==> config.mk <==
export PLATFORM = sky130hd
export DESIGN_NAME = cms_cell
export DESIGN_NICKNAME = d
export VERILOG_FILES = /design/src/hw/rtl/cms_pkg.sv /design/src/hw/rtl/cms_cell.sv
export SDC_FILE = /design/constraint.sdc
export NUM_CORES = 1
export LEC_CHECK = 0
export BUFFER_PORTS_ARGS = -buffer_cell sky130_fd_sc_hd__buf_2
export CAP_MARGIN = 15
export CORE_ASPECT_RATIO = 0.8
export CORE_MARGIN = 2
export CORE_UTILIZATION = 45
export DETAILED_ROUTE_END_ITERATION = 8
export GPL_TIMING_DRIVEN = 0
export PLACE_DENSITY = 0.78
export SYNTH_ARGS = -nofsm -noshare
export SYNTH_HDL_FRONTEND = slang
export SYNTH_SLANG_ARGS = --single-unit
==> constraint.sdc <==
create_clock -name aclk -period 3.7 [get_ports aclk]
set_input_delay 0.37 -clock aclk [delete_from_list [all_inputs] [get_ports aclk]]
set_output_delay 0.37 -clock aclk [all_outputs]
set_load 0.05 [all_outputs]
==> src/hw/rtl/cms_pkg.sv <==
// shared types and constants for the counted multiset block
package cms_pkg;

    localparam int CAPACITY   = 64;
    localparam int VALUE_BITS = 32;
    localparam int COUNT_BITS = 16;

    localparam int OP_W     = 2;
    localparam int STATUS_W = 2;

    localparam logic [OP_W-1:0] OP_ADD = 2'd0;
    localparam logic [OP_W-1:0] OP_DEL = 2'd1;
    localparam logic [OP_W-1:0] OP_MAX = 2'd2;

    localparam logic [STATUS_W-1:0] STATUS_OK    = 2'd0;
    localparam logic [STATUS_W-1:0] STATUS_EMPTY = 2'd1;
    localparam logic [STATUS_W-1:0] STATUS_FULL  = 2'd2;

    // what the cell row does in the update cycle
    typedef enum logic [2:0] {
        MODE_NOP,
        MODE_INC,
        MODE_DEC,
        MODE_INS,
        MODE_DEL
    } cms_mode_t;

    typedef struct packed {
        logic      load;
        cms_mode_t mode;
    } cms_ctl_t;

endpackage

==> src/hw/rtl/cms_cell.sv <==
// one entry of the sorted cell row: value, count and captured compare flags
module cms_cell #(
    parameter int VALUE_BITS = cms_pkg::VALUE_BITS,
    parameter int COUNT_BITS = cms_pkg::COUNT_BITS,
    parameter int USED_BITS  = 7,
    parameter int INDEX      = 0
) (
    input  logic                  aclk,
    input  logic                  aresetn,
    input  cms_pkg::cms_ctl_t     ctl,
    input  logic [VALUE_BITS-1:0] in_value,
    input  logic [USED_BITS-1:0]  used,
    input  logic [VALUE_BITS-1:0] prev_value,
    input  logic [COUNT_BITS-1:0] prev_count,
    input  logic                  prev_gt,
    input  logic [VALUE_BITS-1:0] next_value,
    input  logic [COUNT_BITS-1:0] next_count,
    output logic [VALUE_BITS-1:0] value,
    output logic [COUNT_BITS-1:0] count,
    output logic                  gt,
    output logic                  match,
    output logic                  one
);

    localparam logic [USED_BITS-1:0] IDX = USED_BITS'(INDEX);

    logic [VALUE_BITS-1:0] value_reg, value_next;
    logic [COUNT_BITS-1:0] count_reg, count_next;
    logic                  match_reg, gt_reg, one_reg;
    logic                  occ;

    assign occ = IDX < used;

    // compare flags are taken when an item is accepted
    always_ff @(posedge aclk) begin
        if (!aresetn) begin
            match_reg <= 1'b0;
            gt_reg    <= 1'b0;
            one_reg   <= 1'b0;
        end else if (ctl.load) begin
            match_reg <= occ && (value_reg == in_value);
            // a free cell counts as smaller than anything
            gt_reg    <= !occ || ($signed(in_value) > $signed(value_reg));
            one_reg   <= count_reg == COUNT_BITS'(1);
        end
    end

    always_comb begin
        value_next = value_reg;
        count_next = count_reg;
        case (ctl.mode)
            cms_pkg::MODE_INC: begin
                if (match_reg && (count_reg != '1)) begin
                    count_next = count_reg + COUNT_BITS'(1);
                end
            end
            cms_pkg::MODE_DEC: begin
                if (match_reg) begin
                    count_next = count_reg - COUNT_BITS'(1);
                end
            end
            cms_pkg::MODE_INS: begin
                // cells below the insert point move down by one
                if (gt_reg) begin
                    if (prev_gt) begin
                        value_next = prev_value;
                        count_next = prev_count;
                    end else begin
                        value_next = in_value;
                        count_next = COUNT_BITS'(1);
                    end
                end
            end
            cms_pkg::MODE_DEL: begin
                // the removed cell and all after it pull up by one
                if (gt_reg || match_reg) begin
                    value_next = next_value;
                    count_next = next_count;
                end
            end
            default: begin
                value_next = value_reg;
                count_next = count_reg;
            end
        endcase
    end

    always_ff @(posedge aclk) begin
        value_reg <= value_next;
        count_reg <= count_next;
    end

    assign value = value_reg;
    assign count = count_reg;
    assign gt    = gt_reg;
    assign match = match_reg;
    assign one   = one_reg;

endmodule

==> results.ini, run 1 <==
[min_path]
min_from=aresetn
min_to=one
holdPathStages=2
min_path_type=in -> reg

[global_routing]
antenna_found_initial=0
grt_pass1_wl_um=19300
overflow=0
track_usage_pct=24.1
grt_max_degree=34
grt_pass1_vias=3971

[floorplanning]
io-pin-count=193
start_util_pct=45.8
die_area_mm2=0.00986
die_h_um=89.2
dieWidth_um=111
coreArea_mm2=0.00892
rows=31

[worst_setup_path]
rrSetupSlack_ns=1.09
cp_max_fo=10
worstPathArrival_ns=2.61
required_ns=3.70
reg2reg_depth=6
path_class=reg -> reg
r2r-end=count[11]
startpoint_type=register
r2r_start=count[0]
worst_setup_path_end_kind=register

[clock_tree]
cts_hold_buffers=0
clk_path_buf_depth=2
cts_setup_buffers=0
clock-sinks=51
cts_inserted_buffers=5
cts-resized-gates=0
cts_tree=built
htree_num_levels=2
clkLatencyLatePin_ns=0.29
cts.clk_slew.worst_paths_ns=0.07
clockRootBuffer=clkbuf_16

[cells_and_area]
largest_reg_flops=32
nNetsFinal=815
area_delta_synth_final_pct=31.4
drive_gt1_share_pct=34.0
area.sequential_mm2=0.00150
n_antenna_cell=0
fin_util_pct=60.2
final.fill_count=820
fin_area_mm2=0.00537
multi_input_area_mm2=0.00227

[power]
swShare_pct=26.3
p_switching_mw=0.424
pwr_density_cell_mw_per_mm2=300
clkPwrFrac_pct=37.3
leakage_nw=2.49
internal_power_mw=1.19
p_comb_share_pct=21.3
vdd_drop_max_v=0.000314
seqPwrFrac_pct=41.4

[detailed_routing]
vias_per_cell=5.61
num_vias=4230
drc=0
ant_nets=0
wl_um=12400
drt_iter0_drc=371
drtPass1Iterations=5
avgRoutedWirePerCell_um=16.5

[synthesis]
ys_warn_count=0
yosys.area.top_type=edfxtp_1
syn_area_per_cell_um2=9.24
async_flop_share_pct=0
synth.distinct_cells=58
syn_area_mm2=0.00408
synthTopCellsByArea=edfxtp_1 (35%), ha_1 (11%), mux2i_1 (7.8%)
syn_nets=619
synthCells=442
ys_top_cells_by_count=o21ai_0 (53), nand2_1 (50), edfxtp_1 (48), inv_1 (43), ha_1 (35)
synth_most_common_cell=o21ai_0
synth.top_cell.area_share_pct=35.3
ys.flop_type=edfxtp_1
synth_edf_count=48
synth-seq-cells=51
synth_seq_area_share_pct=36.8

[placement]
port_buffers=189
gp_congestion=0.901
post_dp_cell_area_mm2=0.00517
dp_hpwl_um=9870

[run]
drv_cap=0

[timing]
fin_crit_ns=2.61
finalCritPeriodShare_pct=70.5
hold_viol_final=0
slew_violations=0
rsz0062_at_grt=no
max_freq_ghz=0.383
worstMarginPinSlew_ns=0.858
fin_setup_tns_ns=0
maxSlewHeadroom_pct=42.3
setup_violations=0
skew_ns=0.00855

[status]
outcome=completed

## worst max path at each step
stage	end	start	slack, ns	cells past startpoint
6_report	count[11]	count[0]	1.09	6
3_5_place_dp	count[11]	ctl[1]	0.87	4
4_1_cts	count[11]	count[0]	1.13	6
5_1_grt	count[11]	count[6]	0.88	6
3_3_place_gp	count[13]	ctl[1]	0.37	4
2_1_floorplan	count[0]	ctl[1]	1.03	5
## worst max-delay path, stage by stage (launching register included)
cell	delay (ns)
edfxtp_1	0.55
or4_4	0.61
or3b_4	0.43
nor3_1	0.18
xor2_1	0.09
a222oi_1	0.31
o21ai_0	0.16
## area by class of cell
| type | count | share of cell area [%] |
|---|---|---|
| multi-input combinational | 325 | 42.3 |
| sequential | 51 | 28.0 |
| timing repair buffer | 189 | 17.6 |
| inverter | 43 | 3.01 |
| buffer | 23 | 2.87 |
| tap | 115 | 2.68 |
| clock buffer | 5 | 2.33 |
| clock inverter | 3 | 1.26 |
## power groups by stage
stage | logic, mW | registers, mW | clock network (mW)
finish | 0.343 | 0.667 | 0.600
global route | 0.376 | 0.669 | 0.629
CTS | 0.342 | 0.667 | 0.605
detailed placement | 0.341 | 0.680 | 0
global placement | 0.329 | 0.680 | 0
floorplan | 0.153 | 0.725 | 0
## kinds of logic after synthesis
logic type	Yosys count	share of synthesized area [%]
buf+inv	66	7.72
flops	51	36.8
xor+xnor	11	2.36
compound gates	121	19.1
mux	32	7.84
simple gates	126	15.5
fa+ha+maj	35	10.7
## placed cells by master (no fill, tap or decap), types with 8 or more instances in the layout
master    count
edfxtp_1     48
nand2_1      50
nand4_1       8
buf_2       189
clkbuf_1     13
o21ai_0      53
inv_1        43
nor3_1        8
mux2i_1      32
nand3_1      11
ha_1         35
a21oi_1      20
nor2_1       17
## stage by stage
stage | total power [mW] | setup slack (ns) | cells | hold slack [ns]
2_1_floorplan | 0.878 | 1.03 | 442 | 0.524
3_3_place_gp | 1.01 | 0.365 | 746 | 0.462
3_5_place_dp | 1.02 | 0.870 | 746 | 0.467
4_1_cts | 1.61 | 1.13 | 754 | 0.352
5_1_grt | 1.67 | 0.876 | 754 | 0.363
6_report | 1.61 | 1.09 | 754 | 0.354
## per-layer routing
metal  GRT usage (%)  share of wire (%)
met5               0                  0
met4            7.50                2.1
met3            3.53                6.1
met2            41.3                 47
met1            32.3                 45
Power figures use the tool's default switching activity.
==> run 2: changes to the inputs <==
==> constraint.sdc (replaced) <==
create_clock -name aclk -period 2.5 [get_ports aclk]
set_input_delay 0.25 -clock aclk [delete_from_list [all_inputs] [get_ports aclk]]
set_output_delay 0.25 -clock aclk [all_outputs]
set_load 0.05 [all_outputs]
==> results.ini, run 2 (synthesis gave the netlist of run 1 again) <==
[detailed_routing]
num_vias=4286  ; +1.3%
drt_iter0_drc=328  ; -12%
met1_length_um=5520  ; -1.1%
avgRoutedWirePerCell_um=16.7  ; +1.1%
drc=0  ; unchanged
drtPass1Iterations=6  ; +1
maxUsedRoutingLayer=met4
vias_per_cell=5.60  ; -0.13%
route.met3.wl_um=864  ; +14%
ant_nets=0  ; unchanged
wl_met2_um=6120  ; +4.8%
wl_um=12800  ; +2.6%

[timing]
fin_crit_ns=2.44  ; -0.167 ns
worstMarginPinSlew_ns=0.880  ; +0.0223 ns
hold_viol_final=0  ; unchanged
rsz0062_at_grt=yes
setup_violations=0  ; unchanged
slew_violations=0  ; unchanged
skew_ns=0.00744  ; -0.00111 ns
maxSlewHeadroom_pct=40.8  ; -1.5 points
max_freq_ghz=0.410  ; +6.9%
finalCritPeriodShare_pct=97.7  ; +27 points
fin_setup_tns_ns=0  ; unchanged

[cells_and_area]
final.fill_count=785  ; -4.3%
area_delta_synth_final_pct=34.4
nNetsFinal=826  ; +1.3%
drive_gt1_share_pct=35.5  ; +1.6 points
area.sequential_mm2=0.00150  ; unchanged
final_cell_mix=buf_2 (189), o21ai_0 (52), nand2_1 (50), edfxtp_1 (48), inv_1 (43)
n_antenna_cell=0  ; unchanged
largest_reg_flops=32  ; unchanged
final_common_cell=buf_2
multi_input_area_mm2=0.00231  ; +1.8%
stdcell_count=765  ; +1.5%

[floorplanning]
rows=31  ; unchanged
dieWidth_um=111  ; unchanged
die_area_mm2=0.00986  ; unchanged
start_util_pct=45.8  ; unchanged
coreArea_mm2=0.00892  ; unchanged
io-pin-count=193  ; unchanged
die_h_um=89.2  ; unchanged

[worst_setup_path]
crit_start=count[0]
required_ns=2.53  ; -1.17 ns
path_class=reg -> reg
worst_setup_path_end_kind=register
r2r_start=count[0]
r2r-end=count[13]
cp_max_fo=5  ; -5
crit_end=count[13]
startpoint_type=register
worstPathArrival_ns=2.47  ; -0.14 ns
reg2reg_depth=6  ; unchanged
rrSetupSlack_ns=0.06  ; -1.03 ns

[clock_tree]
cts_tree=built
clockRootBuffer=clkbuf_16
clk_path_buf_depth=2  ; unchanged
htree_num_levels=2  ; unchanged
clock-sinks=51  ; unchanged
cts_hold_buffers=0  ; unchanged
cts.clk_slew.worst_paths_ns=0.07  ; about the same
clkLatencyLatePin_ns=0.28  ; about the same
cts_inserted_buffers=5  ; unchanged

[global_routing]
antenna_found_initial=0  ; unchanged
grt_pass1_wl_um=19800  ; +2.4%
overflow=0  ; unchanged
track_usage_pct=24.7  ; +0.58 points
grt_max_degree=34  ; unchanged
grt_pass1_vias=4115  ; +3.6%

[power]
pwr_density_cell_mw_per_mm2=435  ; +45%
leakage_nw=2.56  ; +3.0%
vdd_drop_max_v=0.000410  ; +31%
finalPower_mw=2.39  ; +48%

[placement]
place_inst=746  ; unchanged
port_buffers=189  ; unchanged
gp_congestion=0.936  ; +3.9%
dp_hpwl_um=10100  ; +2.1%

[min_path]
min_path_type=in -> reg

[status]
outcome=completed

[run]
drv_cap=0  ; unchanged

[run 2: repair_timing]
item                                    4_1_cts  5_1_grt
cloned                                        0        0
gates resized for setup                       1        4
pin swaps                                     0        5
buffers inserted                              4        9
endpoints found under the setup margin       16       21
[run 2: report_power, final]
part           total (mW)  switching, mW  internal, mW
Sequential          0.986         0.0170         0.969
Combinational       0.519          0.300         0.219
Clock               0.882          0.307         0.575
Total                2.39          0.624          1.76
[run 2: metrics by stage]
step	hold WS [ns]	setup slack, ns	util (%)	instance area (µm²)
floorplan	0.404	-0.0326	-	4090
global placement	0.462	-0.251	58.1	5180
detailed placement	0.467	-0.306	58.1	5180
CTS	0.235	0.0300	60.6	5410
global route	0.258	-0.0667	61.5	5490
finish	0.237	0.0584	61.5	5490
[run 2: final cells by class]
cell class	instances	share of cell area, %
Inverter	43	2.94
Buffer	22	2.73
Tap cell	115	2.62
Sequential cell	51	27.3
Clock buffer	6	2.35
Timing Repair Buffer	201	18.9
Multi-Input combinational cell	325	42.0
Clock inverter	2	1.09
[run 2: layer usage]
layer  GRT usage [%]  vias up
li1                -     2063
met1            31.3     1992
met2            43.7      207
met3            5.08       24
met4            7.05        0
met5               0        -
[run 2: critical path, stage by stage (launching register included)]
cell and delay (ns):
edfxtp_1 0.46, or4_4 0.60, or3b_4 0.44, nor3_4 0.18
or2b_1 0.13, a31oi_2 0.10, a221o_1 0.28
[run 2: worst min-delay path by stage]
stage / from / to / slack [ns] / cells after the start
floorplan: aresetn / match / 0.40 / 1
global placement: one / one / 0.46 / 2
detailed placement: one / one / 0.47 / 2
CTS: next_value[3] / value[3] / 0.24 / 3
global route: next_value[5] / value[5] / 0.26 / 3
finish: next_value[3] / value[3] / 0.24 / 3
